--- config.mk ---
export PLATFORM = sky130hd
export DESIGN_NAME = msgpack_token_decoder_flat
export DESIGN_NICKNAME = d
export VERILOG_FILES = /design/src/rtl/mtd_pkg.sv /design/src/rtl/mtd_byte_if.sv /design/src/rtl/mtd_token_if.sv /design/src/rtl/mtd_in_stage.sv /design/src/rtl/mtd_decode_core.sv /design/src/rtl/mtd_out_queue.sv /design/src/rtl/msgpack_token_decoder.sv /design/src/flat_wrapper.sv
export VERILOG_INCLUDE_DIRS = /design/src /design/src/rtl
export SDC_FILE = /design/constraint.sdc
export NUM_CORES = 1
export LEC_CHECK = 0
export BUFFER_PORTS_ARGS = -buffer_cell sky130_fd_sc_hd__buf_4
export CORE_UTILIZATION = 49
export CTS_BUF_LIST = sky130_fd_sc_hd__clkbuf_2 sky130_fd_sc_hd__clkbuf_4 sky130_fd_sc_hd__clkbuf_8
export DETAILED_ROUTE_END_ITERATION = 7
export PLACE_DENSITY = 0.77
export SYNTH_ARGS = -nofsm -noshare
export SYNTH_HDL_FRONTEND = slang
export SYNTH_HIERARCHICAL = 1
export SYNTH_SLANG_ARGS = --single-unit
--- constraint.sdc ---
create_clock -name clk -period 6.6 [get_ports clk]
set_input_delay 1.32 -clock clk [delete_from_list [all_inputs] [get_ports clk]]
set_output_delay 1.32 -clock clk [all_outputs]
set_load 0.01 [all_outputs]
--- src/rtl/msgpack_token_decoder_macros.svh ---
// assertion macros for the msgpack token decoder
// no dependencies; included by the modules that carry assertions
`ifndef MSGPACK_TOKEN_DECODER_MACROS_SVH
`define MSGPACK_TOKEN_DECODER_MACROS_SVH

// same-cycle implication
`define MTD_ASSERT_NOW(label, clk, rst_n, ante, cons, msg) \
	label: assert property (@(posedge clk) disable iff (!rst_n) (ante) |-> (cons)) \
		else $error(msg);

// next-cycle implication
`define MTD_ASSERT_NEXT(label, clk, rst_n, ante, cons, msg) \
	label: assert property (@(posedge clk) disable iff (!rst_n) (ante) |=> (cons)) \
		else $error(msg);

`endif

--- src/rtl/mtd_pkg.sv ---
// shared types, codes and format-byte decode for the msgpack token decoder
// no dependencies
package mtd_pkg;

	localparam int QUEUE_DEPTH = 2;

	typedef enum logic [3:0] {
		KIND_NIL     = 4'd0,
		KIND_BOOL    = 4'd1,
		KIND_UINT    = 4'd2,
		KIND_INT     = 4'd3,
		KIND_FLOAT   = 4'd4,
		KIND_STR     = 4'd5,
		KIND_BIN     = 4'd6,
		KIND_ARRAY   = 4'd7,
		KIND_MAP     = 4'd8,
		KIND_PAYLOAD = 4'd9
	} kind_t;

	typedef enum logic [1:0] {
		ERR_NONE      = 2'd0,
		ERR_FORMAT    = 2'd1,
		ERR_TRUNCATED = 2'd2
	} err_t;

	typedef enum logic [1:0] {
		ACT_EMIT    = 2'd0,
		ACT_FIELD   = 2'd1,
		ACT_PAYLOAD = 2'd2,
		ACT_ERROR   = 2'd3
	} fmt_act_t;

	localparam logic [7:0] FMT_NIL     = 8'hC0;
	localparam logic [7:0] FMT_FALSE   = 8'hC2;
	localparam logic [7:0] FMT_TRUE    = 8'hC3;
	localparam logic [7:0] FMT_BIN8    = 8'hC4;
	localparam logic [7:0] FMT_BIN16   = 8'hC5;
	localparam logic [7:0] FMT_BIN32   = 8'hC6;
	localparam logic [7:0] FMT_FLOAT32 = 8'hCA;
	localparam logic [7:0] FMT_FLOAT64 = 8'hCB;
	localparam logic [7:0] FMT_UINT8   = 8'hCC;
	localparam logic [7:0] FMT_UINT16  = 8'hCD;
	localparam logic [7:0] FMT_UINT32  = 8'hCE;
	localparam logic [7:0] FMT_UINT64  = 8'hCF;
	localparam logic [7:0] FMT_INT8    = 8'hD0;
	localparam logic [7:0] FMT_INT16   = 8'hD1;
	localparam logic [7:0] FMT_INT32   = 8'hD2;
	localparam logic [7:0] FMT_INT64   = 8'hD3;
	localparam logic [7:0] FMT_STR8    = 8'hD9;
	localparam logic [7:0] FMT_STR16   = 8'hDA;
	localparam logic [7:0] FMT_STR32   = 8'hDB;
	localparam logic [7:0] FMT_ARRAY16 = 8'hDC;
	localparam logic [7:0] FMT_ARRAY32 = 8'hDD;
	localparam logic [7:0] FMT_MAP16   = 8'hDE;
	localparam logic [7:0] FMT_MAP32   = 8'hDF;

	localparam logic [3:0] SIZE_1 = 4'd1;
	localparam logic [3:0] SIZE_2 = 4'd2;
	localparam logic [3:0] SIZE_4 = 4'd4;
	localparam logic [3:0] SIZE_8 = 4'd8;

	typedef struct packed {
		logic [7:0] data_byte;
		logic       last_byte;
	} item_t;

	typedef struct packed {
		kind_t       token_kind;
		logic [63:0] value;
		logic        float_is_double;
		logic        payload_last;
		err_t        error_code;
	} res_t;

	typedef struct packed {
		fmt_act_t    act;
		kind_t       kind;
		logic [3:0]  size;
		logic [63:0] value;
	} fmt_t;

	function automatic fmt_t fmt_decode(input logic [7:0] b);
		fmt_t f;
		f.act   = ACT_EMIT;
		f.kind  = KIND_NIL;
		f.size  = 4'd0;
		f.value = 64'd0;
		if (b[7] == 1'b0) begin
			f.kind  = KIND_UINT;
			f.value = {56'd0, b};
		end else if (b[7:5] == 3'b111) begin
			f.kind  = KIND_INT;
			f.value = {{56{1'b1}}, b};
		end else if (b[7:4] == 4'h8) begin
			f.kind  = KIND_MAP;
			f.value = {60'd0, b[3:0]};
		end else if (b[7:4] == 4'h9) begin
			f.kind  = KIND_ARRAY;
			f.value = {60'd0, b[3:0]};
		end else if (b[7:5] == 3'b101) begin
			f.act   = ACT_PAYLOAD;
			f.kind  = KIND_STR;
			f.value = {59'd0, b[4:0]};
		end else begin
			unique case (b)
				FMT_NIL: f.kind = KIND_NIL;
				FMT_FALSE: f.kind = KIND_BOOL;
				FMT_TRUE: begin
					f.kind  = KIND_BOOL;
					f.value = 64'd1;
				end
				FMT_BIN8: begin f.act = ACT_FIELD; f.kind = KIND_BIN; f.size = SIZE_1; end
				FMT_BIN16: begin f.act = ACT_FIELD; f.kind = KIND_BIN; f.size = SIZE_2; end
				FMT_BIN32: begin f.act = ACT_FIELD; f.kind = KIND_BIN; f.size = SIZE_4; end
				FMT_FLOAT32: begin f.act = ACT_FIELD; f.kind = KIND_FLOAT; f.size = SIZE_4; end
				FMT_FLOAT64: begin f.act = ACT_FIELD; f.kind = KIND_FLOAT; f.size = SIZE_8; end
				FMT_UINT8: begin f.act = ACT_FIELD; f.kind = KIND_UINT; f.size = SIZE_1; end
				FMT_UINT16: begin f.act = ACT_FIELD; f.kind = KIND_UINT; f.size = SIZE_2; end
				FMT_UINT32: begin f.act = ACT_FIELD; f.kind = KIND_UINT; f.size = SIZE_4; end
				FMT_UINT64: begin f.act = ACT_FIELD; f.kind = KIND_UINT; f.size = SIZE_8; end
				FMT_INT8: begin f.act = ACT_FIELD; f.kind = KIND_INT; f.size = SIZE_1; end
				FMT_INT16: begin f.act = ACT_FIELD; f.kind = KIND_INT; f.size = SIZE_2; end
				FMT_INT32: begin f.act = ACT_FIELD; f.kind = KIND_INT; f.size = SIZE_4; end
				FMT_INT64: begin f.act = ACT_FIELD; f.kind = KIND_INT; f.size = SIZE_8; end
				FMT_STR8: begin f.act = ACT_FIELD; f.kind = KIND_STR; f.size = SIZE_1; end
				FMT_STR16: begin f.act = ACT_FIELD; f.kind = KIND_STR; f.size = SIZE_2; end
				FMT_STR32: begin f.act = ACT_FIELD; f.kind = KIND_STR; f.size = SIZE_4; end
				FMT_ARRAY16: begin f.act = ACT_FIELD; f.kind = KIND_ARRAY; f.size = SIZE_2; end
				FMT_ARRAY32: begin f.act = ACT_FIELD; f.kind = KIND_ARRAY; f.size = SIZE_4; end
				FMT_MAP16: begin f.act = ACT_FIELD; f.kind = KIND_MAP; f.size = SIZE_2; end
				FMT_MAP32: begin f.act = ACT_FIELD; f.kind = KIND_MAP; f.size = SIZE_4; end
				default: begin
					f.act   = ACT_ERROR;
					f.value = {56'd0, b};
				end
			endcase
		end
		return f;
	endfunction

endpackage

--- src/rtl/mtd_byte_if.sv ---
// valid/ready channel carrying one byte of the encoded buffer
// no dependencies
interface mtd_byte_if;
	logic       valid;
	logic       ready;
	logic [7:0] data_byte;
	logic       last_byte;

	modport source (output valid, output data_byte, output last_byte, input ready);
	modport sink (input valid, input data_byte, input last_byte, output ready);
endinterface

--- src/rtl/mtd_token_if.sv ---
// valid/ready channel carrying one decoded token
// no dependencies
interface mtd_token_if;
	logic        valid;
	logic        ready;
	logic [3:0]  token_kind;
	logic [63:0] value;
	logic        float_is_double;
	logic        payload_last;
	logic [1:0]  error_code;

	modport source (output valid, output token_kind, output value, output float_is_double,
		output payload_last, output error_code, input ready);
	modport sink (input valid, input token_kind, input value, input float_is_double,
		input payload_last, input error_code, output ready);
endinterface

--- src/rtl/mtd_in_stage.sv ---
// input register stage of the msgpack token decoder
// depends on mtd_pkg
module mtd_in_stage (
	input  logic          clk,
	input  logic          arst_n,
	input  logic          in_valid,
	input  mtd_pkg::item_t in_item,
	output logic          in_ready,
	input  logic          advance,
	output logic          valid_s1,
	output mtd_pkg::item_t item_s1
);

	assign in_ready = !valid_s1 || advance;

	always_ff @(posedge clk or negedge arst_n) begin
		if (!arst_n) begin
			valid_s1 <= 1'b0;
		end else if (in_ready) begin
			valid_s1 <= in_valid;
		end
	end

	always_ff @(posedge clk) begin
		if (in_valid && in_ready) begin
			item_s1 <= in_item;
		end
	end

endmodule

--- src/rtl/mtd_decode_core.sv ---
// token decode state machine: one byte in, at most one token out per cycle in which fire is high
// depends on mtd_pkg and msgpack_token_decoder_macros.svh
`include "msgpack_token_decoder_macros.svh"

module mtd_decode_core (
	input  logic           clk,
	input  logic           arst_n,
	input  logic           fire,
	input  mtd_pkg::item_t item,
	output logic           emit,
	output mtd_pkg::res_t  res
);

	typedef enum logic [2:0] {
		PH_IDLE    = 3'b001,
		PH_FIELD   = 3'b010,
		PH_PAYLOAD = 3'b100
	} phase_t;

	phase_t          phase_q, phase_d;
	mtd_pkg::kind_t  kind_q, kind_d;
	logic [3:0]      size_q, size_d;
	logic [3:0]      left_q, left_d;
	logic [63:0]     acc_q, acc_d;
	logic [31:0]     plen_q, plen_d;

	mtd_pkg::fmt_t   fmt;
	logic [63:0]     acc_shift;
	logic [3:0]      left_dec;
	logic [63:0]     field_val;
	logic            pl_final;
	logic            sp_go;
	mtd_pkg::kind_t  sp_kind;
	logic [31:0]     sp_len;
	logic            go_idle;

	always_comb begin
		fmt       = mtd_pkg::fmt_decode(item.data_byte);
		acc_shift = {acc_q[55:0], item.data_byte};
		left_dec  = (left_q != 4'd0) ? (left_q - 4'd1) : left_q;
		pl_final  = (plen_q <= 32'd1);
		field_val = acc_shift;
		if (kind_q == mtd_pkg::KIND_INT) begin
			case (size_q)
				mtd_pkg::SIZE_1: field_val = {{56{acc_shift[7]}}, acc_shift[7:0]};
				mtd_pkg::SIZE_2: field_val = {{48{acc_shift[15]}}, acc_shift[15:0]};
				mtd_pkg::SIZE_4: field_val = {{32{acc_shift[31]}}, acc_shift[31:0]};
				default: field_val = acc_shift;
			endcase
		end

		phase_d = phase_q;
		kind_d  = kind_q;
		size_d  = size_q;
		left_d  = left_q;
		acc_d   = acc_q;
		plen_d  = plen_q;
		emit    = 1'b0;
		res     = '{token_kind: mtd_pkg::KIND_NIL, value: 64'd0, float_is_double: 1'b0,
			payload_last: 1'b0, error_code: mtd_pkg::ERR_NONE};
		sp_go   = 1'b0;
		sp_kind = mtd_pkg::KIND_STR;
		sp_len  = 32'd0;
		go_idle = 1'b0;

		if (fire) begin
			unique case (phase_q)
				PH_IDLE: begin
					unique case (fmt.act)
						mtd_pkg::ACT_EMIT: begin
							emit           = 1'b1;
							res.token_kind = fmt.kind;
							res.value      = fmt.value;
						end
						mtd_pkg::ACT_FIELD: begin
							if (item.last_byte) begin
								emit           = 1'b1;
								res.error_code = mtd_pkg::ERR_TRUNCATED;
							end else begin
								phase_d = PH_FIELD;
								kind_d  = fmt.kind;
								size_d  = fmt.size;
								left_d  = fmt.size;
								acc_d   = 64'd0;
							end
						end
						mtd_pkg::ACT_PAYLOAD: begin
							sp_go   = 1'b1;
							sp_kind = fmt.kind;
							sp_len  = fmt.value[31:0];
						end
						mtd_pkg::ACT_ERROR: begin
							emit           = 1'b1;
							res.value      = fmt.value;
							res.error_code = mtd_pkg::ERR_FORMAT;
						end
						default: ;
					endcase
				end
				PH_FIELD: begin
					acc_d  = acc_shift;
					left_d = left_dec;
					if (left_dec == 4'd0) begin
						if (kind_q == mtd_pkg::KIND_STR || kind_q == mtd_pkg::KIND_BIN) begin
							sp_go   = 1'b1;
							sp_kind = kind_q;
							sp_len  = acc_shift[31:0];
						end else begin
							go_idle        = 1'b1;
							emit           = 1'b1;
							res.token_kind = kind_q;
							res.value      = field_val;
							res.float_is_double = (kind_q == mtd_pkg::KIND_FLOAT) &&
								(size_q == mtd_pkg::SIZE_8);
						end
					end else if (item.last_byte) begin
						go_idle        = 1'b1;
						emit           = 1'b1;
						res.error_code = mtd_pkg::ERR_TRUNCATED;
					end
				end
				PH_PAYLOAD: begin
					emit = 1'b1;
					if (item.last_byte && !pl_final) begin
						go_idle        = 1'b1;
						res.error_code = mtd_pkg::ERR_TRUNCATED;
					end else begin
						res.token_kind   = mtd_pkg::KIND_PAYLOAD;
						res.value        = {56'd0, item.data_byte};
						res.payload_last = pl_final;
						if (pl_final) begin
							go_idle = 1'b1;
						end else begin
							plen_d = plen_q - 32'd1;
						end
					end
				end
				default: go_idle = 1'b1;
			endcase

			// string or binary header
			if (sp_go) begin
				go_idle = 1'b1;
				emit    = 1'b1;
				if (sp_len == 32'd0) begin
					res.token_kind = sp_kind;
				end else if (item.last_byte) begin
					res.error_code = mtd_pkg::ERR_TRUNCATED;
				end else begin
					res.token_kind = sp_kind;
					res.value      = {32'd0, sp_len};
				end
			end

			if (go_idle) begin
				phase_d = PH_IDLE;
				kind_d  = mtd_pkg::KIND_NIL;
				size_d  = 4'd0;
				left_d  = 4'd0;
				acc_d   = 64'd0;
				plen_d  = 32'd0;
				if (sp_go && sp_len != 32'd0 && !item.last_byte) begin
					phase_d = PH_PAYLOAD;
					plen_d  = sp_len;
				end
			end
		end
	end

	always_ff @(posedge clk or negedge arst_n) begin
		if (!arst_n) begin
			phase_q <= PH_IDLE;
			kind_q  <= mtd_pkg::KIND_NIL;
			size_q  <= 4'd0;
			left_q  <= 4'd0;
			acc_q   <= 64'd0;
			plen_q  <= 32'd0;
		end else begin
			phase_q <= phase_d;
			kind_q  <= kind_d;
			size_q  <= size_d;
			left_q  <= left_d;
			acc_q   <= acc_d;
			plen_q  <= plen_d;
		end
	end

	`MTD_ASSERT_NOW(a_field_left, clk, arst_n, phase_q == PH_FIELD, left_q != 4'd0, "field phase with no bytes left")
	`MTD_ASSERT_NOW(a_payload_left, clk, arst_n, phase_q == PH_PAYLOAD, plen_q != 32'd0, "payload phase with zero length")
	`MTD_ASSERT_NOW(a_err_kind, clk, arst_n, emit && res.error_code != mtd_pkg::ERR_NONE, res.token_kind == mtd_pkg::KIND_NIL && !res.payload_last, "error token with kind set")

endmodule

--- src/rtl/mtd_out_queue.sv ---
// result queue between the decode core and the token channel
// depends on mtd_pkg and msgpack_token_decoder_macros.svh
`include "msgpack_token_decoder_macros.svh"

module mtd_out_queue #(
	parameter int Depth = mtd_pkg::QUEUE_DEPTH
) (
	input  logic          clk,
	input  logic          arst_n,
	input  logic          push,
	input  mtd_pkg::res_t push_data,
	output logic          full,
	output logic          out_valid,
	input  logic          out_ready,
	output mtd_pkg::res_t out_data
);

	localparam int PtrW = $clog2(Depth);
	localparam int CntW = $clog2(Depth + 1);

	mtd_pkg::res_t     mem_q [Depth];
	logic [PtrW-1:0]   wr_ptr_q;
	logic [PtrW-1:0]   rd_ptr_q;
	logic [CntW-1:0]   count_q;
	logic              pop;

	assign full      = (count_q == CntW'(Depth));
	assign out_valid = (count_q != '0);
	assign out_data  = mem_q[rd_ptr_q];
	assign pop       = out_valid && out_ready;

	always_ff @(posedge clk or negedge arst_n) begin
		if (!arst_n) begin
			wr_ptr_q <= '0;
			rd_ptr_q <= '0;
			count_q  <= '0;
		end else begin
			if (push) begin
				wr_ptr_q <= (wr_ptr_q == PtrW'(Depth - 1)) ? '0 : wr_ptr_q + PtrW'(1);
			end
			if (pop) begin
				rd_ptr_q <= (rd_ptr_q == PtrW'(Depth - 1)) ? '0 : rd_ptr_q + PtrW'(1);
			end
			if (push && !pop) begin
				count_q <= count_q + CntW'(1);
			end else if (pop && !push) begin
				count_q <= count_q - CntW'(1);
			end
		end
	end

	always_ff @(posedge clk) begin
		if (push) begin
			mem_q[wr_ptr_q] <= push_data;
		end
	end

	`MTD_ASSERT_NOW(a_no_overflow, clk, arst_n, push, !full, "push into full result queue")
	`MTD_ASSERT_NEXT(a_count_up, clk, arst_n, push && !pop, count_q == $past(count_q) + CntW'(1), "queue count did not follow push")

endmodule

--- src/rtl/msgpack_token_decoder.sv ---
// msgpack token decoder top level: input register, decode core, result queue
// depends on mtd_pkg, mtd_byte_if, mtd_token_if, mtd_in_stage, mtd_decode_core,
// mtd_out_queue
//
// usage:
//   byte_chan takes the encoded buffer one byte per request, last_byte marking
//   the final byte of a buffer. token_chan gives one decoded token per request:
//   nil, bool, integers, float bits, string/binary/array/map headers and
//   string/binary payload bytes, or an error token.
//   a byte is registered at its request edge and decoded from the input
//   register while the result queue has room; its token, if any, goes into the
//   result queue. throughput is one byte per clock while the queue is not full,
//   bounded by the single decode stage. bytes inside multi-byte fields make no
//   token, so tokens come at most one per byte.
//   reset empties the input register and the result queue and returns the
//   decoder to waiting for a format byte.
//   when token_chan stalls, up to QueueDepth tokens wait in the queue and one
//   more byte in the input register; then byte_chan.ready goes low until the
//   receiver takes a token.
module msgpack_token_decoder #(
	parameter int QueueDepth = mtd_pkg::QUEUE_DEPTH
) (
	input  logic   clk,
	input  logic   arst_n,
	mtd_byte_if.sink    byte_chan,
	mtd_token_if.source token_chan
);

	mtd_pkg::item_t in_item;
	mtd_pkg::item_t item_s1;
	logic           valid_s1;
	logic           advance;
	logic           q_full;
	logic           emit;
	mtd_pkg::res_t  res;
	mtd_pkg::res_t  out_data;

	assign in_item.data_byte = byte_chan.data_byte;
	assign in_item.last_byte = byte_chan.last_byte;
	assign advance           = valid_s1 && !q_full;

	mtd_in_stage u_in_stage (
		.clk      (clk),
		.arst_n   (arst_n),
		.in_valid (byte_chan.valid),
		.in_item  (in_item),
		.in_ready (byte_chan.ready),
		.advance  (advance),
		.valid_s1 (valid_s1),
		.item_s1  (item_s1)
	);

	mtd_decode_core u_core (
		.clk    (clk),
		.arst_n (arst_n),
		.fire   (advance),
		.item   (item_s1),
		.emit   (emit),
		.res    (res)
	);

	mtd_out_queue #(
		.Depth (QueueDepth)
	) u_out_queue (
		.clk       (clk),
		.arst_n    (arst_n),
		.push      (emit),
		.push_data (res),
		.full      (q_full),
		.out_valid (token_chan.valid),
		.out_ready (token_chan.ready),
		.out_data  (out_data)
	);

	assign token_chan.token_kind      = out_data.token_kind;
	assign token_chan.value           = out_data.value;
	assign token_chan.float_is_double = out_data.float_is_double;
	assign token_chan.payload_last    = out_data.payload_last;
	assign token_chan.error_code      = out_data.error_code;

endmodule

--- src/flat_wrapper.sv ---
// flat-port wrapper written by rule: the top's interface ports become plain ports
module msgpack_token_decoder_flat 
#(
	parameter int QueueDepth = mtd_pkg::QUEUE_DEPTH
)
  (clk, arst_n, byte_chan_valid, byte_chan_data_byte, byte_chan_last_byte, byte_chan_ready, token_chan_valid, token_chan_token_kind, token_chan_value, token_chan_float_is_double, token_chan_payload_last, token_chan_error_code, token_chan_ready);
  mtd_byte_if byte_chan_i ();
  mtd_token_if token_chan_i ();
  input  logic clk;
  input  logic arst_n;
  input wire logic [$bits(byte_chan_i.valid)-1:0] byte_chan_valid;
  input wire logic [$bits(byte_chan_i.data_byte)-1:0] byte_chan_data_byte;
  input wire logic [$bits(byte_chan_i.last_byte)-1:0] byte_chan_last_byte;
  output wire logic [$bits(byte_chan_i.ready)-1:0] byte_chan_ready;
  output wire logic [$bits(token_chan_i.valid)-1:0] token_chan_valid;
  output wire logic [$bits(token_chan_i.token_kind)-1:0] token_chan_token_kind;
  output wire logic [$bits(token_chan_i.value)-1:0] token_chan_value;
  output wire logic [$bits(token_chan_i.float_is_double)-1:0] token_chan_float_is_double;
  output wire logic [$bits(token_chan_i.payload_last)-1:0] token_chan_payload_last;
  output wire logic [$bits(token_chan_i.error_code)-1:0] token_chan_error_code;
  input wire logic [$bits(token_chan_i.ready)-1:0] token_chan_ready;
  assign byte_chan_i.valid = byte_chan_valid;
  assign byte_chan_i.data_byte = byte_chan_data_byte;
  assign byte_chan_i.last_byte = byte_chan_last_byte;
  assign byte_chan_ready = byte_chan_i.ready;
  assign token_chan_valid = token_chan_i.valid;
  assign token_chan_token_kind = token_chan_i.token_kind;
  assign token_chan_value = token_chan_i.value;
  assign token_chan_float_is_double = token_chan_i.float_is_double;
  assign token_chan_payload_last = token_chan_i.payload_last;
  assign token_chan_error_code = token_chan_i.error_code;
  assign token_chan_i.ready = token_chan_ready;
  msgpack_token_decoder #(.QueueDepth(QueueDepth)) u_core (.clk(clk), .arst_n(arst_n), .byte_chan(byte_chan_i), .token_chan(token_chan_i));
endmodule
== After elaboration in Yosys (flattened, before gate mapping) ==
Memory sizes are Yosys's and may differ from the RTL's.
Index checks and enable logic that the tools add are counted.
Operators by class
  $add $sub $neg: 6
  $lt $le $gt $ge: 1
  equality and inequality tests: 47
  mux-type cells: 108
  reductions and logical operators: 47
Operators with widths (number)
  $mux W64: 5
  $mux W32: 9
  $mux W68: 3
  $pmux W68 S3: 1
  $pmux W64 S3: 1
  $eq A8 B8 Y1 const B: 23
  $mux W56: 3
  $mux W69: 2
  $pmux W56 S2: 1
  $mux W4: 24
  $mux W72: 1
  $pmux W32 S2: 1
  $le A32 B1 Y1 const B: 1
  $logic_not A32 Y1: 1
  $pmux W4 S8: 1
  $reduce_bool A32 Y1: 1
  $sub A32 B1 Y32 const B: 1
  $mux W6: 5
  $mux W2: 12
  $mux W8: 3
  $reduce_or A22 Y1: 1
  $mux W1: 20
  $reduce_or A20 Y1: 1
  $eq A4 B3 Y1 const B: 4
  other kinds (38): 84
Word-level totals
  register bits: 117
  RAM bits: 144
  input bits: 13
  output and inout bits: 74
  logic and storage cells: 222
  memories: 1
Memories
  u_core.u_out_queue.mem_q: words 2, bits a word 72, rd ports 1, clocked after memory_dff 0, write ports 1, line mtd_out_queue.sv:21  | mtd_pkg::res_t mem_q [Depth];

== Depth between registers and ports, before layout ==
Gate-level depths: netlist of run 1.
  depth after elaboration: 22
  mapped depth: 18
  depth with buffers taken out: 15

== By module ==
The synthesis of run 1 kept the hierarchy.
Modules (own cells, without submodules)
  mtd_decode_core: instances 1, cells an instance 1000, area each 7449.6 um^2, sequential area each 2578.7 um^2
  mtd_out_queue: instances 1, cells an instance 240, area each 5734.2 um^2, sequential area each 4424.2 um^2
  mtd_in_stage: instances 1, cells an instance 13, area each 324.1 um^2, sequential area each 295.3 um^2
  msgpack_token_decoder: instances 1, cells an instance 1, area each 13.8 um^2, sequential area each 0.0 um^2

== Worst setup path before layout of run 1 ==
Ideal clock, no wire load.
  path type: register to register
  start point: register, netlist name u_core/u_in_stage/item_s1[3]
  end point: memory u_core/u_out_queue/mem_q[0][0] (netlist bit), enable pin
  setup time: 0.511 ns
  data arrival time: 5.662 ns
  data required time: 6.089 ns
  setup slack: 0.427 ns
  stages on the path, launching flop included: 9
  path buffers: 2
  period minus slack after synthesis: 6.173 ns
  cell sequence: edfxtp_1 -> clkbuf_1 -> clkbuf_1 -> o41ai_1 -> ha_1 -> a21oi_1 -> a21oi_1 -> a31oi_1 -> nor2b_1
Between the ends
  cells in the longest elaborated chain, start to end: 20
  elaborated cells on any way between the ends: 49
  those cells by class: eq/ne: 26; mux: 19; reduce/logical: 4
RTL lines
  $eq A8 B8 Y1: line mtd_pkg.sv:105  | unique case (b)
  $reduce_or A20 Y1 (no line) or $reduce_or A3 Y1 (tied branches)
  $pmux W2 S2 *: line mtd_pkg.sv:105
  $mux W6 *: line mtd_pkg.sv:100  | end else if (b[7:5] == 3'b101) begin
  $mux W6 *: line mtd_pkg.sv:97  | end else if (b[7:4] == 4'h9) begin
  $mux W6 *: line mtd_pkg.sv:94  | end else if (b[7:4] == 4'h8) begin
  $mux W6 *: line mtd_pkg.sv:91  | end else if (b[7:5] == 3'b111) begin
  $mux W6 *: line mtd_pkg.sv:88  | if (b[7] == 1'b0) begin
  [5 not listed]
  $reduce_or A2 Y1 (no line) or $mux W1 (tied branches)
  $pmux W1 S2, on equally long branches: line mtd_decode_core.sv:69, mtd_decode_core.sv:67
  $pmux W1 S3 or $mux W1 (tied branches): line mtd_decode_core.sv:67, mtd_decode_core.sv:66
  $mux W1 *: line mtd_decode_core.sv:142  | if (sp_go) begin
  $mux W1 *: line mtd_decode_core.sv:66  | if (fire) begin
  net u_core.emit: line msgpack_token_decoder.sv:34  | logic emit;
  $mux W1 *: line mtd_out_queue.sv:53  | if (push) begin
  $mux W1 (not written as such) *: line mtd_out_queue.sv:54  | mem_q[wr_ptr_q] <= push_data;
  to (decl): line mtd_out_queue.sv:21
Mark *: on every way through the listed nets, which the timed path passes. The rest lies on a longest branch. The select of a mux whose other input is x is not followed.

== Worst setup path in the final report of run 1 ==
  start point: register, netlist name u_core/u_in_stage/item_s1[4]
  end point: register u_core.u_core.acc_q[28]
Between the ends
  cells in the longest elaborated chain, start to end: 20
  elaborated cells on any way between the ends: 47
  those cells by class: eq/ne: 27; mux: 16; reduce/logical: 4
RTL lines
  $eq A8 B8 Y1: line mtd_pkg.sv:105
  $reduce_or A20 Y1 (no line) or $reduce_or A3 Y1 (tied branches)
  $pmux W2 S2 *: line mtd_pkg.sv:105
  $mux W6 *: line mtd_pkg.sv:100
  $mux W6 *: line mtd_pkg.sv:97
  $mux W6 *: line mtd_pkg.sv:94
  $mux W6 *: line mtd_pkg.sv:91
  $mux W6 *: line mtd_pkg.sv:88
  [4 not listed]
  $eq A2 B2 Y1: line mtd_decode_core.sv:69  | unique case (fmt.act)
  $mux W1: line mtd_decode_core.sv:69
  $pmux W1 S2: line mtd_decode_core.sv:67  | unique case (phase_q)
  $mux W1: line mtd_decode_core.sv:66
  $mux W1: line mtd_decode_core.sv:142
  $mux W1: line mtd_decode_core.sv:66
  $ne A3 B3 Y1 (no line), or another cell as far along
  $reduce_and A4 Y1 (no line)
  to (signal assigned): line mtd_decode_core.sv:176  | acc_q <= 64'd0;
  to (signal assigned): line mtd_decode_core.sv:183  | acc_q <= acc_d;
  to (decl): line mtd_decode_core.sv:24  | logic [63:0] acc_q, acc_d;
Mark *: on every way between the ends. The rest lies on a longest branch, timed or not. The select of a mux whose other input is x is not followed.
A chain may end at the register's enable or synchronous reset.

==> summary.md, run 1 <==
| Metric | Value |
|---|---|
| Max Root-Sink Buffers | `3` |
| Commonest non-fill, non-tap cells in the layout | `nand2_1, edfxtp_1, o21ai_0, dfrtp_1, buf_4` |
| CP Buf/Inv Count | `3` |
| Warnings from Yosys | `6` |
| DRT Wirelength | `33.56 mm` |
| Crit Path Category | `reg2reg` |
| Data arrival, critical path | `5.66 ns` |
| Crit-path leading delay family | `simple AND/OR/NAND/NOR gates` |
| Final setup fails | `0` |
| Final period utilization | `78.97%` |
| Diode count | `0` |
| Top cells by area, synth | `edfxtp_1, dfrtp_1, mux2_4, o21ai_0, nand2_1` |
| WP data required | `7.05 ns` |
| GR Overflow Total | `0` |
| Sequential fraction of the synthesis area | `a little over half` |
| Detail Route Antenna Nets | `0` |
| Global Route Usage Sum | `23.85%` |
| Commonest non-fill, non-tap cell in the layout | `nand2_1` |
| Net count reported at finish | `around 1,300` |
| Die area | `roughly 28,000 µm²` |
| Yosys cell types | `89` |
| DR iter-0 viols | `1,259` |
| Critical path peak fanout | `41` |
| HPWL after detailed placement | `22.21 mm` |
| Drt wl/cell | `19.85 µm` |
| Initial Util | `50.03%` |
| Share of layout cells above drive strength 1 | `between 20% and 30%` |
| Worst setup EP type | `flip-flop` |
| Max-cap violations | `0` |
| Total clock buffers created by CTS | `43` |
| CP dominant cell by count | `nand2_1` |
| Slowest stage delay, CP | `between 0.9 and 1 ns` |
| HP Class | `reg2reg` |
| Post-CTS Resized | `0` |
| Leakage Power | `6.035 nW` |
| Fmax | `191.9 MHz` |
| Core Box Area | `27,030 µm²` |
| Post CTS Setup Buffer Count | `0` |
| Area occupied by multi-input gates | `5684 µm²` |
| Setup_tns | `0 ns` |
| Syn_area_per_cell | `10.78 µm²` |
| Synthesized cell area | `between 10,000 and 15,000 µm²` |
| DP Cell Count | `~1,600` |
| DRC errors left | `0` |
| P&R area growth vs syn | `12.34%` |
| Vias | `between 10,000 and 15,000` |
| Internal power | `4.204 mW` |
| FF+latch area | `between 7000 and 8000 µm²` |
| Final GP Congestion | `0.9121` |
| CTS tree | `built` |
| CTS sink count | `261` |
| Cell Pwr Density | `448.0 nW/µm²` |
| Sw Ratio | `38.23%` |
| CTS hold repair buffers | `0` |
| Final Non-Filler Cells | `1,691` |
| Slowest library cell on the worst path | `nor2_4` |
| RSZ-0062 raised after global routing | `no` |
| Post-synth EDFFs | `roughly 150` |
| Filler instances | `2,284` |
| Main synth FF type | `edfxtp_1` |
| Die H | `168.1 µm` |
| Port bufs | `86` |
| Clock H-tree levels | `2` |
| Sequential Power Share | `37.0%` |
| Worst hold slack | `0.4804 ns` |
| Comb pwr share | `41.7%` |
| Clock Latency Late Sink | `0.55 ns` |
| Largest net degree at the start of global routing | `83` |
| Num ports | `87` |
| Skew final | `0.01724 ns` |
| Slew Limit Headroom | `16.08%` |
| Vias/cell | `6.090` |
| Root Buffer | `clkbuf_8` |
| Psw | `2.601 mW` |
| Final hold viol count | `0` |
| Worst-path clk slew | `0.06 ns` |
| Startpoint types | `flip-flop` |
| # rows | `60` |
| Synth area leader | `edfxtp_1` |
| Clock network fraction of design power | `a little over a fifth` |
| First-pass GRT wire length | `53.31 mm` |
| Vias in the first global route | `10,065` |
| Peak VDD IR | `0.3681 mV` |
| Worst-Margin Slew | `1.259 ns` |
| Top cell type's share of synthesized area | `33.98%` |
| Final Max Slew Viols | `0` |
| FFs w/ async S/R, synth | `41.38%` |
| Pre-Repair DR Iteration Count | `6` |
| Initial antenna violation count | `0` |
| Final min period | `5.212 ns` |
| Syn nets | `about 1,300` |
| Run status | `finished clean` |
| Mapped Cells | `about 1,300` |
| Worst path cell trace | `inv_1 > a311oi_1 > nand2_1 > nand2_1 > nor2_1 > o21ai_0 > inv_1 > ha_1 > nand2_1 > nand2_1 > nor2_4 > buf_4 > nand2_1 > o21ai_0` |
| Synthesized flop and latch total | `261` |
| Die width | `168.1 µm` |
-- per-stage QoR --
stage	total power, mW	util (%)	cell area [µm²]	setup slack [ns]
CTS	6.826	56.21	15190	1.464
detailed placement	5.364	52.91	14300	1.517
floorplan	4.525	-	13520	0.4268
global route	7.172	56.21	15190	1.005
finish	6.805	56.21	15190	1.388
global placement	5.322	52.91	14300	1.704
-- cell usage after synthesis (23+ instances only) --
library cell,number
edfxtp_1,153
nor3_1,31
clkbuf_1,51
nand2_1,182
mux2_4,69
nor2_1,56
o21ai_1,23
a21oi_1,88
inv_1,27
a21o_1,27
o21ai_0,151
dfrtp_1,107
-- routing by layer --
| metal | wire, µm | track usage (%) | up-vias | part of all wire [%] |
|---|---|---|---|---|
| met1 | 13660 | 30.66 | 4984 | 41 |
| met5 | 0 | 0 | - | 0 |
| met2 | 15930 | 39.26 | 427 | 47 |
| li1 | - | - | 4779 | - |
| met3 | 2448 | 4.443 | 109 | 7.3 |
| met4 | 1526 | 11.07 | 0 | 4.5 |
-- cell type report --
| cell class | count | area share [%] |
|---|---|---|
| flip-flops and latches | 261 | 48.07 |
| multi-input cells | 880 | 37.42 |
| clock buffers | 64 | 5.263 |
| repair buffers | 104 | 5.140 |
| well taps | 341 | 2.809 |
| inverters | 28 | 0.6919 |
| clock inverters | 13 | 0.6095 |
-- registers in the layout (all words and copies together), names as in the netlist --
name / flops
u_core/u_core/size_q: 4
u_core/u_in_stage/item_s1: 9
u_core/u_core/left_q: 4
u_core/u_out_queue/rd_ptr_q: 1
u_core/u_out_queue/count_q: 2
u_core/u_out_queue/mem_q: 144
u_core/u_core/phase_q: 3
u_core/u_core/acc_q: 56
u_core/u_core/plen_q: 32
u_core/u_out_queue/wr_ptr_q: 1
u_core/u_core/kind_q: 4
u_core/u_in_stage/valid_s1: 1
-- power by group through the flow --
| stage | Combinational (mW) | Sequential (mW) | Clock, mW |
|---|---|---|---|
| after CTS | 2.83 | 2.51 | 1.48 |
| after floorplan | 2.11 | 2.41 | 0 |
| final | 2.84 | 2.52 | 1.45 |
| after global routing | 3.06 | 2.56 | 1.56 |
| after global placement | 2.80 | 2.52 | 0 |
| after detailed placement | 2.82 | 2.54 | 0 |
-- worst register-to-register path, stage by stage (launching register included) --
cell and delay [ns]:
edfxtp_1 0.75, inv_1 0.26, a311oi_1 0.49, nand2_1 0.17
nand2_1 0.11, nor2_1 0.04, o21ai_0 0.39, inv_1 0.16
ha_1 0.25, nand2_1 0.27, nand2_1 0.65, nor2_4 0.97
buf_4 0.37, nand2_1 0.08, o21ai_0 0.16
-- kinds of logic (layout without fill, tap and decap cells) --
| group | after synthesis | after routing | share of synthesized area (%) |
|---|---|---|---|
| xor gates and xnor gates | 8 | 8 | 0.5182 |
| DFF | 261 | 261 | 53.97 |
| AOI/OAI and AO/OA | 390 | 390 | 17.48 |
| adders and majority gates | 9 | 9 | 0.8328 |
| muxes | 74 | 74 | 8.078 |
| buffers and inverters | 113 | 209 | 4.423 |
| and+or+nand+nor | 399 | 399 | 14.69 |
-- worst paths after layout --
check                           depth (start not counted)                  endpoint                    startpoint  slack (ns)
max in group asynchronous                               2   u_core/u_core/acc_q[25]                        arst_n        4.56
worst min-delay path                                    2   u_core/u_core/acc_q[51]       u_core/u_core/acc_q[51]        0.48
worst max register to register                         14   u_core/u_core/acc_q[28]  u_core/u_in_stage/item_s1[4]        1.39
worst min register to register                          2   u_core/u_core/acc_q[51]       u_core/u_core/acc_q[51]        0.48
worst max-delay path                                   14   u_core/u_core/acc_q[28]  u_core/u_in_stage/item_s1[4]        1.39
min in group asynchronous                               1  u_core/u_core/plen_q[15]                        arst_n        0.82
No activity file was read; power rests on OpenSTA's default activity.
==> inputs of run 2 (changes only) <==
--- a/config.mk
+++ b/config.mk
@@ -6,11 +6,12 @@
 export SDC_FILE = /design/constraint.sdc
 export NUM_CORES = 1
 export LEC_CHECK = 0
+export ABC_AREA = 1
 export BUFFER_PORTS_ARGS = -buffer_cell sky130_fd_sc_hd__buf_4
 export CORE_UTILIZATION = 49
 export CTS_BUF_LIST = sky130_fd_sc_hd__clkbuf_2 sky130_fd_sc_hd__clkbuf_4 sky130_fd_sc_hd__clkbuf_8
 export DETAILED_ROUTE_END_ITERATION = 7
-export PLACE_DENSITY = 0.77
+export PLACE_DENSITY = 0.74
 export SYNTH_ARGS = -nofsm -noshare
 export SYNTH_HDL_FRONTEND = slang
 export SYNTH_HIERARCHICAL = 1
==> constraint.sdc (replaced) <==
create_clock -name clk -period 5.05 [get_ports clk]
set_input_delay 1.01 -clock clk [delete_from_list [all_inputs] [get_ports clk]]
set_output_delay 1.01 -clock clk [all_outputs]
set_load 0.01 [all_outputs]
==> summary.md, run 2 <==
| Metric | Value |
|---|---|
| Run status | `finished clean` |
| Root Buffer | `clkbuf_8` |
| GR Overflow Total | `0` |
| P&R area growth vs syn | `12.74%` |
| Clock network fraction of design power | `19.5%` |
| HPWL after detailed placement | `around 27 mm` |
| Pre-Repair DR Iteration Count | `8` |
| CTS tree | `built` |
| Crit Path Category | `reg2reg` |
| Main synth FF type | `edfxtp_1` |
| Final hold viol count | `0` |
| Warnings from Yosys | `6` |
| Top-count cell post-synth | `nand2_1` |
| Setup_tns | `0 ns` |
| Synthesized cell area | `around 15,000 µm²` |
| Psw | `4.522 mW` |
| CP Buf/Inv Count | `6` |
| Drt wl/cell | `17.36 µm` |
| Comb pwr share | `49.0%` |
| Die area | `30,430 µm²` |
| Clock H-tree levels | `2` |
| Biggest register | `u_core/u_out_queue/mem_q` |
| Diode count | `0` |
| Area occupied by multi-input gates | `6111 µm²` |
| Cell Pwr Density | `618.0 nW/µm²` |
| Slowest library cell on the worst path | `edfxtp_1` |
| Syn_area_per_cell | `8.260 µm²` |
| Data arrival, critical path | `between 4 and 5 ns` |
| DRC errors left | `0` |
| Detail Route Antenna Nets | `0` |
| Max FFs per register | `144` |
| R2r endpoint | `u_core/u_out_queue/mem_q[1][17]` |
| Final core utilization | `56.62%` |
| Max Root-Sink Buffers | `3` |
| CTS sink count | `261` |
| Syn nets | `1,786` |
| Final Non-Filler Cells | `2,260` |
| Top cell type's share of synthesized area | `31.53%` |
| DR iter-0 viols | `roughly 1,300` |
| Final period utilization | `90.59%` |
| Internal power | `between 5 and 6 mW` |
| Post-synth EDFFs | `around 150` |
| Fmax | `approximately 220 MHz` |
| Die width | `174.4 µm` |
| Final setup fails | `0` |
| Filler instances | `2,614` |
| Sequential Power Share | `31.5%` |
| Mapped Cells | `approximately 1,800` |
| Skew final | `0.04590 ns` |
| Crit-path leading delay family | `simple AND/OR/NAND/NOR gates` |
| Final Max Slew Viols | `0` |
| Slew Limit Headroom | `roughly 27%` |
| FF+latch area | `7300 µm²` |
| Commonest non-fill, non-tap cells in the layout | `nand2_1, nor2_1, inv_1, edfxtp_1, nand3_1` |
| Final worst slack | `0.4752 ns` |
| HP Class | `in2async` |
| FF-to-FF setup slack | `around 0.48 ns` |
| Die H | `between 150 and 200 µm` |
| Initial antenna violation count | `0` |
| Peak VDD IR | `0.2761 mV` |
| Synth area leader | `edfxtp_1` |
| Final min period | `4.575 ns` |
| Sw Ratio | `roughly 45%` |
| Crit Reg-Reg Startpoint | `u_core/u_in_stage/item_s1[1]` |
| Clock Latency Late Sink | `0.58 ns` |
| CP dominant cell by count | `nand2_1` |
| Total clock buffers created by CTS | `45` |
| Post CTS Setup Buffer Count | `0` |
| RSZ-0062 raised after global routing | `no` |
| Port bufs | `86` |
| Vias/cell | `5.568` |
| Worst setup EP type | `flip-flop` |
| DP Cell Count | `approximately 2,200` |
| DRT Wirelength | `approximately 39 mm` |
| Startpoint types | `flip-flop` |
| Num ports | `87` |
| Final GP Congestion | `0.9498` |
| Top Registers | `u_core/u_out_queue/mem_q x144, u_core/u_core/acc_q x56, u_core/u_core/plen_q x32` |
| Pre-CTS setup slack | `between 0.4 and 0.5 ns` |
| Net count reported at finish | `1,861` |
| Global Route Usage Sum | `25.96%` |
| Worst-path clk slew | `0.06 ns` |
| FFs w/ async S/R, synth | `41.38%` |
| Commonest non-fill, non-tap cell in the layout | `nand2_1` |
| Max-cap violations | `0` |
| Top cells by area, synth | `edfxtp_1, dfrtp_1, nand2_1, nor2_1, nand3_1` |
| Slowest stage delay, CP | `0.52 ns` |
| Vias | `12,584` |
| Largest net degree at the start of global routing | `74` |
| Post-synth top cells | `nand2_1, nor2_1, inv_1` |
| First-pass GRT wire length | `62.94 mm` |
| CTS hold repair buffers | `0` |
| Leakage Power | `7.112 nW` |
| R2R depth | `29` |
| Critical path peak fanout | `34` |
| Synthesized flop and latch total | `around 260` |
| Share of layout cells above drive strength 1 | `16.52%` |
| Vias in the first global route | `11,947` |
| WP data required | `around 5.4 ns` |
| # rows | `62` |
| Initial Util | `50.22%` |
| Sequential fraction of the synthesis area | `50.09%` |
| Yosys cell types | `52` |
| Worst-Margin Slew | `1.092 ns` |
| Core Box Area | `slightly below 30,000 µm²` |
run 2: worst max path at each step:
stage / depth (start not counted) / to / slack, ns / startpoint
2_1_floorplan: 20 / u_core/u_out_queue/mem_q[1][0] / 0.45 / u_core/u_in_stage/item_s1[8]
3_3_place_gp: 28 / u_core/u_out_queue/mem_q[0][38] / 0.69 / u_core/u_in_stage/item_s1[6]
3_5_place_dp: 28 / u_core/u_out_queue/mem_q[0][48] / 0.50 / u_core/u_in_stage/item_s1[1]
4_1_cts: 28 / u_core/u_out_queue/mem_q[1][48] / 0.48 / u_core/u_in_stage/item_s1[1]
5_1_grt: 29 / u_core/u_out_queue/mem_q[0][7] / 0.06 / u_core/u_in_stage/item_s1[2]
6_report: 29 / u_core/u_out_queue/mem_q[1][17] / 0.48 / u_core/u_in_stage/item_s1[1]
run 2: cells by family (layout without fill, tap and decap cells):
logic type / after synthesis / after routing / synth area share, %
and+or+nand+nor: 915 / 916 / 28.17
DFF: 261 / 261 / 50.09
adders and majority gates: 9 / 9 / 0.7729
buffers and inverters: 259 / 370 / 8.218
xor gates and xnor gates: 12 / 12 / 0.7213
AOI/OAI and AO/OA: 308 / 308 / 12.03
run 2: what timing repair did:
item / 4_1_cts / 5_1_grt
endpoints found under the hold margin: 0 / 0
gates resized for setup: 0 / 1
setup endpoints to repair: 0 / 58
run 2: layer usage:
| metal | routed length [µm] | track usage (%) |
|---|---|---|
| met5 | 0 | 0 |
| met4 | 1118 | 8.662 |
| met3 | 3387 | 5.468 |
| met2 | 17740 | 40.11 |
| met1 | 17000 | 36.30 |
run 2: metrics by stage:
stage	hold slack (ns)	instance area (µm²)	total power, mW
after floorplan	0.4417	14580	6.684
after CTS	0.4281	16410	10.13
final	0.4172	16430	10.15
after detailed placement	0.4632	15460	8.141
after global routing	0.4499	16430	10.85
after global placement	0.4546	15460	8.070
run 2: final cells by class:
| type | instances | share of cell area (%) |
|---|---|---|
| clock buffer | 70 | 5.065 |
| clock inverter | 14 | 0.7236 |
| multi-input combinational | 1245 | 37.20 |
| sequential | 261 | 44.44 |
| tap | 384 | 2.925 |
| inverter | 167 | 3.831 |
| timing repair buffer | 119 | 5.819 |
run 2: worst register-to-register path, delay by kind of cell, from the launching register on:
kind                       cells  cell delay, ns
and+or+nand+nor               20            2.30
buffers and inverters          6            1.06
DFF                            1            0.52
AOI/OAI and AO/OA              2            0.28
adders and majority gates      1            0.20
run 2: power by group through the flow:
| stage | combinational, mW | sequential (mW) | clock [mW] |
|---|---|---|---|
| finish | 4.98 | 3.20 | 1.98 |
| global route | 5.47 | 3.26 | 2.12 |
| CTS | 4.92 | 3.19 | 2.02 |
| detailed placement | 4.91 | 3.23 | 0 |
| global placement | 4.85 | 3.22 | 0 |
| floorplan | 3.50 | 3.18 | 0 |
